## src/hw/rtl/assert_macros.svh

```systemverilog
// assertion helpers shared by the rtl files
`ifndef ASSERT_MACROS_SVH
`define ASSERT_MACROS_SVH

// clocked property, off while reset is high
`define MBPC_ASSERT(lbl, clk, rst, prop, msg) \
  lbl: assert property (@(posedge clk) disable iff (rst) prop) else $error(msg);

// condition that must never be true outside reset
`define MBPC_NEVER(lbl, clk, rst, cond, msg) \
  lbl: assert property (@(posedge clk) disable iff (rst) !(cond)) else $error(msg);

`endif

```

## src/hw/rtl/mbpc_pkg.sv

```systemverilog
`timescale 1ns / 1ps

package mbpc_pkg;

  // sizes
  localparam int NUM_TAGS_DEFAULT = 32;
  localparam int MAX_LANES        = 32;
  localparam int SHIFTS_PER_BYTE  = 8;
  localparam int WORD_W           = 32;
  localparam int SLOT_W           = 5;
  localparam int LEN_W            = 6;
  localparam int SKIP_W           = 5;
  localparam int CNT_W            = 32;
  localparam int CFG_W            = 6;

  localparam logic [CNT_W-1:0] CNT_MAX = '1;

  // input commands
  typedef enum logic [1:0] {
    CMD_LOAD = 2'd0,
    CMD_BYTE = 2'd1,
    CMD_DUMP = 2'd2
  } cmd_t;

  // control sequencer
  typedef enum logic [2:0] {
    ST_IDLE,
    ST_ALIGN,
    ST_SCAN,
    ST_DRAIN,
    ST_DUMP_RD,
    ST_DUMP_LD
  } state_t;

  // aligned tag written into a lane
  typedef struct packed {
    logic              vld;
    logic [SLOT_W-1:0] idx;
    logic [WORD_W-1:0] pattern;
    logic [WORD_W-1:0] mask;
    logic [LEN_W-1:0]  length;
  } tag_load_t;

  // winner of one shift position
  typedef struct packed {
    logic              found;
    logic [SLOT_W-1:0] idx;
  } scan_hit_t;

endpackage

```

## src/hw/rtl/masked_bit_pattern_counter_unit.sv

```systemverilog
`timescale 1ns / 1ps
`include "assert_macros.svh"

// channel   | handshake              | payload
// ----------+------------------------+------------------------------------------
// config    | cfg_wr_en              | cfg_wr_data (tags in use)
// input     | in_valid / in_ready    | cmd, data_byte, tag_slot, tag_pattern, tag_mask
// output    | out_valid / out_ready  | tag_number, hit_count, last_of_run
//
// tag load: one bit of alignment shift per cycle
// window byte: only shifted in while filling, else 8 shift positions are scanned, one per cycle,
//   then a drain state finishes the last count read-modify-write through the count ram
// dump: per count, a ram read state then an output load state that waits while out_valid is high and out_ready is low
// reset clears control state; counts read as zero through per-entry valid bits
module masked_bit_pattern_counter_unit #(
  parameter int NUM_TAGS = mbpc_pkg::NUM_TAGS_DEFAULT
) (
  input  logic                          clk,
  input  logic                          rst,
  input  logic                          cfg_wr_en,
  input  logic [mbpc_pkg::CFG_W-1:0]    cfg_wr_data,
  input  logic                          in_valid,
  output logic                          in_ready,
  input  logic [1:0]                    cmd,
  input  logic [7:0]                    data_byte,
  input  logic [mbpc_pkg::SLOT_W-1:0]   tag_slot,
  input  logic [mbpc_pkg::WORD_W-1:0]   tag_pattern,
  input  logic [mbpc_pkg::WORD_W-1:0]   tag_mask,
  output logic                          out_valid,
  input  logic                          out_ready,
  output logic [mbpc_pkg::SLOT_W-1:0]   tag_number,
  output logic [mbpc_pkg::CNT_W-1:0]    hit_count,
  output logic                          last_of_run
);
  import mbpc_pkg::*;

  localparam int LANES = (NUM_TAGS < MAX_LANES) ? NUM_TAGS : MAX_LANES;
  localparam int IW    = (LANES > 1) ? $clog2(LANES) : 1;
  localparam int SH_W  = $clog2(SHIFTS_PER_BYTE);
  localparam logic [CFG_W-1:0] LANES_N  = CFG_W'(LANES);
  localparam logic [SH_W-1:0]  LAST_SH  = SH_W'(SHIFTS_PER_BYTE - 1);

  state_t            state;
  state_t            state_next;
  logic [CFG_W-1:0]  tags_in_use;
  logic [CFG_W-1:0]  n_eff;
  logic [WORD_W-1:0] win;
  logic [1:0]        bytes_seen;
  logic [WORD_W-1:0] scan_bits;
  logic [SH_W-1:0]   shift_cnt;
  logic [CFG_W-1:0]  dump_idx;
  logic [LANES-1:0]  cnt_valid;

  logic              in_fire;
  cmd_t              cmd_in;
  logic              slot_ok;
  logic              window_full;
  logic              dump_last;
  logic              out_free;

  logic              scan_en;
  logic              align_start;
  logic              byte_take;
  logic              dump_load;
  logic              dump_clear;

  tag_load_t         ld;
  scan_hit_t         hit;

  logic [IW-1:0]     ram_raddr;
  logic [CNT_W-1:0]  ram_rdata;
  logic              rd_ok;
  logic              upd_vld;
  logic [IW-1:0]     upd_idx;
  logic              fwd_vld;
  logic [IW-1:0]     fwd_idx;
  logic [CNT_W-1:0]  fwd_data;
  logic [CNT_W-1:0]  cnt_old;
  logic [CNT_W-1:0]  cnt_new;

  // decode
  assign in_ready    = (state == ST_IDLE);
  assign in_fire     = in_valid && in_ready;
  assign cmd_in      = cmd_t'(cmd);
  assign n_eff       = (tags_in_use > LANES_N) ? LANES_N : tags_in_use;
  assign slot_ok     = ({1'b0, tag_slot} < LANES_N);
  assign window_full = (bytes_seen == 2'd3);
  assign dump_last   = ((dump_idx + CFG_W'(1)) == n_eff);
  assign out_free    = !out_valid || out_ready;

  // next state
  always_comb begin
    state_next = state;
    unique case (state)
      ST_IDLE: begin
        if (in_fire) begin
          unique case (cmd_in)
            CMD_LOAD: if (slot_ok) state_next = ST_ALIGN;
            CMD_BYTE: if (window_full) state_next = ST_SCAN;
            CMD_DUMP: if (n_eff != '0) state_next = ST_DUMP_RD;
            default:  state_next = ST_IDLE;
          endcase
        end
      end
      ST_ALIGN:   if (ld.vld) state_next = ST_IDLE;
      ST_SCAN:    if (shift_cnt == LAST_SH) state_next = ST_DRAIN;
      ST_DRAIN:   state_next = ST_IDLE;
      ST_DUMP_RD: state_next = ST_DUMP_LD;
      ST_DUMP_LD: begin
        if (out_free) begin
          state_next = dump_last ? ST_IDLE : ST_DUMP_RD;
        end
      end
      default:    state_next = ST_IDLE;
    endcase
  end

  // sequencer outputs
  always_comb begin
    scan_en     = (state == ST_SCAN);
    align_start = in_fire && (cmd_in == CMD_LOAD) && slot_ok;
    byte_take   = in_fire && (cmd_in == CMD_BYTE);
    dump_load   = (state == ST_DUMP_LD) && out_free;
    dump_clear  = (dump_load && dump_last) ||
                  (in_fire && (cmd_in == CMD_DUMP) && (n_eff == '0));
    if (state == ST_DUMP_RD || state == ST_DUMP_LD) begin
      ram_raddr = dump_idx[IW-1:0];
    end else begin
      ram_raddr = hit.idx[IW-1:0];
    end
  end

  // control registers
  always_ff @(posedge clk) begin
    if (rst) begin
      state       <= ST_IDLE;
      tags_in_use <= CFG_W'(32);
      win         <= '0;
      bytes_seen  <= '0;
      shift_cnt   <= '0;
      dump_idx    <= '0;
    end else begin
      state <= state_next;
      if (cfg_wr_en) begin
        tags_in_use <= cfg_wr_data;
      end
      if (byte_take) begin
        win <= {win[WORD_W-9:0], data_byte};
        if (!window_full) begin
          bytes_seen <= bytes_seen + 2'd1;
        end
      end else if (dump_clear) begin
        win        <= '0;
        bytes_seen <= '0;
      end
      if (scan_en) begin
        shift_cnt <= shift_cnt + SH_W'(1);
      end else begin
        shift_cnt <= '0;
      end
      if (in_fire) begin
        dump_idx <= '0;
      end else if (dump_load) begin
        dump_idx <= dump_idx + CFG_W'(1);
      end
    end
  end

  // shifted window, one bit per scan cycle
  always_ff @(posedge clk) begin
    if (byte_take) begin
      scan_bits <= {win[WORD_W-9:0], data_byte};
    end else if (scan_en) begin
      scan_bits <= scan_bits << 1;
    end
  end

  mbpc_tag_align u_align (
    .clk     (clk),
    .rst     (rst),
    .start   (align_start),
    .slot    (tag_slot),
    .pattern (tag_pattern),
    .mask    (tag_mask),
    .load    (ld)
  );

  mbpc_tag_lanes #(
    .LANES (LANES)
  ) u_lanes (
    .clk       (clk),
    .rst       (rst),
    .load      (ld),
    .scan_en   (scan_en),
    .scan_bits (scan_bits),
    .n_eff     (n_eff),
    .hit       (hit)
  );

  mbpc_count_ram #(
    .DEPTH (LANES),
    .AW    (IW),
    .DW    (CNT_W)
  ) u_ram (
    .clk   (clk),
    .we    (upd_vld),
    .waddr (upd_idx),
    .wdata (cnt_new),
    .raddr (ram_raddr),
    .rdata (ram_rdata)
  );

  // count update, forwarding the write made at the read edge
  always_comb begin
    if (fwd_vld && fwd_idx == upd_idx) begin
      cnt_old = fwd_data;
    end else if (rd_ok) begin
      cnt_old = ram_rdata;
    end else begin
      cnt_old = '0;
    end
    cnt_new = (cnt_old == CNT_MAX) ? cnt_old : cnt_old + CNT_W'(1);
  end

  // update stage and entry valid bits
  always_ff @(posedge clk) begin
    if (rst) begin
      upd_vld   <= 1'b0;
      fwd_vld   <= 1'b0;
      cnt_valid <= '0;
      rd_ok     <= 1'b0;
    end else begin
      upd_vld <= scan_en && hit.found;
      fwd_vld <= upd_vld;
      rd_ok   <= cnt_valid[ram_raddr];
      if (dump_clear) begin
        cnt_valid <= '0;
      end else if (upd_vld) begin
        cnt_valid[upd_idx] <= 1'b1;
      end
    end
  end

  always_ff @(posedge clk) begin
    upd_idx  <= hit.idx[IW-1:0];
    fwd_idx  <= upd_idx;
    fwd_data <= cnt_new;
  end

  // output register
  always_ff @(posedge clk) begin
    if (rst) begin
      out_valid <= 1'b0;
    end else if (dump_load) begin
      out_valid <= 1'b1;
    end else if (out_ready) begin
      out_valid <= 1'b0;
    end
  end

  always_ff @(posedge clk) begin
    if (dump_load) begin
      tag_number  <= SLOT_W'(dump_idx);
      hit_count   <= rd_ok ? ram_rdata : '0;
      last_of_run <= dump_last;
    end
  end

  `MBPC_ASSERT(a_upd_after_scan, clk, rst, upd_vld |-> ($past(state) == ST_SCAN), "count write without scan")
  `MBPC_ASSERT(a_dump_idx_range, clk, rst, (state == ST_DUMP_RD) |-> (dump_idx < n_eff), "dump index past active tags")

endmodule

```

## src/hw/rtl/mbpc_count_ram.sv

```systemverilog
`timescale 1ns / 1ps

module mbpc_count_ram #(
  parameter int DEPTH = 32,
  parameter int AW    = 5,
  parameter int DW    = 32
) (
  input  logic          clk,
  input  logic          we,
  input  logic [AW-1:0] waddr,
  input  logic [DW-1:0] wdata,
  input  logic [AW-1:0] raddr,
  output logic [DW-1:0] rdata
);

  logic [DW-1:0] mem [DEPTH];

  // one write port, one registered read port
  always_ff @(posedge clk) begin
    if (we) begin
      mem[waddr] <= wdata;
    end
    rdata <= mem[raddr];
  end

endmodule

```

## src/hw/rtl/mbpc_tag_align.sv

```systemverilog
`timescale 1ns / 1ps
`include "assert_macros.svh"

module mbpc_tag_align (
  input  logic                          clk,
  input  logic                          rst,
  input  logic                          start,
  input  logic [mbpc_pkg::SLOT_W-1:0]   slot,
  input  logic [mbpc_pkg::WORD_W-1:0]   pattern,
  input  logic [mbpc_pkg::WORD_W-1:0]   mask,
  output mbpc_pkg::tag_load_t           load
);
  import mbpc_pkg::*;

  logic              busy;
  logic [WORD_W-1:0] pat_r;
  logic [WORD_W-1:0] msk_r;
  logic [SLOT_W-1:0] idx_r;
  logic [LEN_W-1:0]  steps;
  logic              done;
  logic              msk_zero;

  // finished once the mask top bit is set or the mask is empty
  assign msk_zero = (msk_r == '0);
  assign done     = busy && (msk_zero || msk_r[WORD_W-1]);

  // aligned tag handed to the lanes
  always_comb begin
    load.vld     = done;
    load.idx     = idx_r;
    load.mask    = msk_r;
    load.pattern = msk_zero ? '0 : pat_r;
    load.length  = msk_zero ? '0 : (LEN_W'(WORD_W) - steps);
  end

  // busy flag
  always_ff @(posedge clk) begin
    if (rst) begin
      busy <= 1'b0;
    end else if (start) begin
      busy <= 1'b1;
    end else if (done) begin
      busy <= 1'b0;
    end
  end

  // one bit of left shift per cycle
  always_ff @(posedge clk) begin
    if (start) begin
      pat_r <= pattern;
      msk_r <= mask;
      idx_r <= slot;
      steps <= '0;
    end else if (busy && !done) begin
      pat_r <= pat_r << 1;
      msk_r <= msk_r << 1;
      steps <= steps + LEN_W'(1);
    end
  end

  `MBPC_ASSERT(a_len_top_bit, clk, rst, (load.vld && load.length != '0) |-> load.mask[WORD_W-1], "aligned mask lacks top bit")
  `MBPC_NEVER(a_start_busy, clk, rst, start && busy, "tag load started while aligning")

endmodule

```

## src/hw/rtl/mbpc_tag_lanes.sv

```systemverilog
`timescale 1ns / 1ps
`include "assert_macros.svh"

module mbpc_tag_lanes #(
  parameter int LANES = 32
) (
  input  logic                          clk,
  input  logic                          rst,
  input  mbpc_pkg::tag_load_t           load,
  input  logic                          scan_en,
  input  logic [mbpc_pkg::WORD_W-1:0]   scan_bits,
  input  logic [mbpc_pkg::CFG_W-1:0]    n_eff,
  output mbpc_pkg::scan_hit_t           hit
);
  import mbpc_pkg::*;

  localparam int IW = (LANES > 1) ? $clog2(LANES) : 1;

  logic [WORD_W-1:0] pat_q  [LANES];
  logic [WORD_W-1:0] mask_q [LANES];
  logic [LEN_W-1:0]  len_q  [LANES];
  logic [SKIP_W-1:0] skip_q [LANES];
  logic [LANES-1:0]  active;
  logic [LANES-1:0]  match;
  logic [IW-1:0]     best;
  logic              found;

  // per-lane compare against the shifted window
  always_comb begin
    for (int i = 0; i < LANES; i++) begin
      active[i] = (CFG_W'(i) < n_eff);
      match[i]  = active[i] && (skip_q[i] == '0) &&
                  (((scan_bits ^ pat_q[i]) & mask_q[i]) == '0);
    end
  end

  // highest matching lane wins
  always_comb begin
    found = 1'b0;
    best  = '0;
    for (int i = 0; i < LANES; i++) begin
      if (match[i]) begin
        found = 1'b1;
        best  = IW'(i);
      end
    end
    hit.found = found;
    hit.idx   = SLOT_W'(best);
  end

  // tag storage
  always_ff @(posedge clk) begin
    for (int i = 0; i < LANES; i++) begin
      if (load.vld && load.idx[IW-1:0] == IW'(i)) begin
        pat_q[i]  <= load.pattern;
        mask_q[i] <= load.mask;
        len_q[i]  <= load.length;
      end
    end
  end

  // skip counters, one step per shift position
  always_ff @(posedge clk) begin
    if (rst) begin
      for (int i = 0; i < LANES; i++) begin
        skip_q[i] <= '0;
      end
    end else begin
      for (int i = 0; i < LANES; i++) begin
        if (load.vld && load.idx[IW-1:0] == IW'(i)) begin
          skip_q[i] <= '0;
        end else if (scan_en && active[i]) begin
          if (skip_q[i] != '0) begin
            skip_q[i] <= skip_q[i] - SKIP_W'(1);
          end else if (match[i]) begin
            skip_q[i] <= SKIP_W'(len_q[i] - LEN_W'(1));
          end
        end
      end
    end
  end

  `MBPC_ASSERT(a_hit_in_range, clk, rst, hit.found |-> ({1'b0, hit.idx} < n_eff), "winner outside active tags")
  `MBPC_NEVER(a_load_scan, clk, rst, load.vld && scan_en, "tag load during scan")

endmodule
```

## config.mk

```make
export PLATFORM = sky130hd
export DESIGN_NAME = masked_bit_pattern_counter_unit
export DESIGN_NICKNAME = d
export VERILOG_FILES = /design/src/hw/rtl/mbpc_pkg.sv /design/src/hw/rtl/masked_bit_pattern_counter_unit.sv /design/src/hw/rtl/mbpc_count_ram.sv /design/src/hw/rtl/mbpc_tag_align.sv /design/src/hw/rtl/mbpc_tag_lanes.sv
export VERILOG_INCLUDE_DIRS = /design/src /design/src/hw/rtl
export SDC_FILE = /design/constraint.sdc
export NUM_CORES = 2
export LEC_CHECK = 0
export BUFFER_PORTS_ARGS = -buffer_cell sky130_fd_sc_hd__clkbuf_2
export CORE_MARGIN = 5
export CORE_UTILIZATION = 25
export DETAILED_ROUTE_END_ITERATION = 7
export PLACE_DENSITY = 0.42
export SLEW_MARGIN = 30
export SYNTH_ARGS = -nofsm -noshare
export SYNTH_HDL_FRONTEND = slang
export SYNTH_SLANG_ARGS = --single-unit
```

## constraint.sdc

```tcl
create_clock -name clk -period 25.8 [get_ports clk]
set_clock_uncertainty 0.15 [all_clocks]
set_input_delay 5.16 -clock clk [delete_from_list [all_inputs] [get_ports clk]]
set_output_delay 5.16 -clock clk [all_outputs]
set_load 0.02 [all_outputs]
```

==> impl_metrics.ini <==
[run_status]
outcome = complete, no violations

[global_route]
grt_first_pass_wirelength_mm = 811
grt_antenna_before_repair = 121
grt_max_degree = 138
grt-ovfl-total = 0
grt_pass1_vias = 90600
grtUsageTotal_pct = 19.1

[worst_setup_path]
critPathLaunchType = flop
cp-end-kind = flop
worstPathRequired_ns = 26.50
crit_type = reg2reg
worstPathArrival_ns = 8.57
crit_path_start = scan_bits[23]
rr_endpoint = u_ram.rdata[24]
crit_path_max_fanout = 104
crit-reg2reg-launch = scan_bits[23]
reg2regPathDepth = 16
rrSetupSlack_ns = 17.92

[timing]
fmaxAchievable_ghz = 0.127
period_share_pct = 30.5
fin_tns_setup_ns = 0
slew_headroom_pct = 26.2
fin_crit_ns = 7.88
timing.final.ws_setup_ns = 17.92
hold_viol = 0
setup_violations = 0
rsz0062_at_grt = false
worst_slew_pin_slew_ns = 1.10
slew_violations = 0

[detailed_routing]
wl_met3_mm = 50.6
post-route-drc-count = 0
drt-wirelength-per-cell_um = 32.7
met1_length_mm = 251
ant_nets = 0
vias = 94100
drtIter0Drc = 12600
highest_layer = met5
dr_wl_met2_mm = 286
viasPerCell = 5.03
wl_mm = 612
dr.pass1.iters = 8

[power]
leakage_nw = 57.5
ir_drop_mv = 0.0701
pwr-share-clk_pct = 40.6
combPwrFrac_pct = 9.9
power_density_nw_per_um2 = 77.2
power_switching_mw = 3.54
sw_frac_of_total_pct = 26.1
pwr-share-seq_pct = 49.5
p_int_mw = 10.0

[placement]
post-place-ws_ns = 17.01
port_buffers = 129
dp_hpwl_mm = 361
routabilityCongestion = 0.862

[synth]
synthesis.area_um2 = 150000
synth-edff-count = 3531
avgSynthCellArea_um2 = 15.3
synthTopCellsByCount = edfxtp_1, nand2_1, xor2_1
syn_inst = 9811
yosysSeqAreaShare_pct = 72.7
synth_area_leaders = edfxtp_1, xor2_1, nand2_1, a22oi_1, dfxtp_1
ys_types = 94
synth_top_area_share_pct = 70.6
synth-seq-cells = 3691
yosys.area.top_type = edfxtp_1
syn_nets = 9972
async_flop_share_pct = 0
synth_ff_type = edfxtp_1
yosysMostFrequentCell = edfxtp_1
yosysWarnings = 0

[final_layout]
multi_input_area_um2 = 39400
fill_cells = 59600
drive_above_1_share_pct = 12.8
seq_area_um2 = 109000
syn2layout_area_growth_pct = 17.0
fin_nets = 10500

[floorplanning]
dieArea_um2 = 616000
ioPinCount = 130
core_um2 = 598000
fp.dieW_um = 785
fp.dieH_um = 785
rows = 284
initial_core_util_pct = 25.1

[clocking]
insertion_delay_ns = 1.05
cts_resized = 0
htreeDepth = 5
postCtsHoldBufs = 0
cts_tree = built
cts_sinks = 3691
cts.root.buffer_cell = clkbuf_16
cts_setup_buffers = 0
clock_tree.buffer_depth = 4
clk_pin_slew_ns = 0.06
cts_buffers = 404

[min_path]
hp-start = shift_cnt[0]
hold_class = reg2reg
holdPathEnd = shift_cnt[0]
worst_hold_path.num_cells = 1

[job]
drv_cap = 0
## cell families (layout without fill, tap and decap cells)
kind of cell | Yosys count | after routing | share of synthesized area [%]
other cells | 0 | 37 | 0
buf+inv | 530 | 1376 | 1.84
compound gates | 1295 | 1295 | 6.23
fa+ha+maj | 71 | 71 | 0.592
flops | 3691 | 3691 | 72.7
xor+xnor | 1238 | 1238 | 7.22
mux | 426 | 426 | 3.26
simple gates | 2560 | 2560 | 8.11
## cells in the final DEF, fill, tap and decap left out, types with 156 or more instances in the layout
cell	instances
nand3_1	182
dfxtp_1	156
mux2i_1	311
nand2_1	1074
inv_1	159
buf_4	309
clkbuf_16	407
nor2_1	324
edfxtp_1	3531
nand4_1	284
a22oi_1	471
xor2_1	1071
## worst max-delay path, cell delays in order, from the launching register on
cell       delay [ns]
edfxtp_1         0.42
buf_4            0.57
buf_4            0.59
xor2_1           0.16
a22oi_1          0.31
nand4_1          0.11
or4_1            0.59
nor3_4           0.54
a21oi_1          0.34
a311o_2          0.54
a221oi_4         0.46
buf_12           0.56
buf_4            0.85
mux4_2           0.61
o2bb2ai_1        0.17
a41oi_1          0.28
nor3_1           0.10
## registers in the layout (all words and copies together) (netlist names), 160 cells and up
signal	flops
u_ram.mem	1024
u_lanes.len_q	160
u_lanes.pat_q	1024
u_lanes.skip_q	160
u_lanes.mask_q	1024
## how the worst max path moves through the flow
stage	end	slack, ns
6_report	u_ram.rdata[24]	17.92
5_1_grt	u_ram.rdata[24]	17.79
4_1_cts	u_ram.rdata[24]	18.02
3_5_place_dp	u_lanes.skip_q[0][76]	17.01
3_3_place_gp	u_lanes.skip_q[0][75]	17.10
2_1_floorplan	u_lanes.skip_q[0][99]	15.68
## layout make-up
type / instances / area share, %
antenna: 37 / 0.0527
clock buffer: 510 / 6.04
clock inverter: 202 / 0.877
inverter: 161 / 0.344
multi-input combinational: 5590 / 22.4
sequential: 3691 / 62.2
tap: 8008 / 5.70
timing repair buffer: 503 / 2.36
## metal layers
layer	GRT usage (%)	vias up
met5	0	-
met4	6.77	16
met3	2.94	1031
met2	31.5	5056
met1	25.7	49300
li1	-	38700
## stage by stage
step / cell area (µm²) / util, % / total power [mW] / hold slack, ns / cells
final: 176000 / 29.4 / 13.6 / 0.269 / 18700
after global routing: 176000 / 29.3 / 13.9 / 0.287 / 18700
after CTS: 175000 / 29.3 / 13.7 / 0.272 / 18700
after detailed placement: 163000 / 27.3 / 8.17 / 0.263 / 17900
after global placement: 163000 / 27.2 / 8.15 / 0.258 / 17900
after floorplan: 150000 / - / 7.40 / 0.179 / 9811
## power by group through the flow
| stage | logic (mW) | clock network (mW) | registers (mW) |
|---|---|---|---|
| floorplan | 0.566 | 0 | 6.83 |
| global placement | 1.31 | 0 | 6.84 |
| detailed placement | 1.33 | 0 | 6.84 |
| CTS | 1.34 | 5.61 | 6.71 |
| global route | 1.37 | 5.85 | 6.71 |
| finish | 1.34 | 5.50 | 6.71 |
Power figures use the tool's default switching activity.
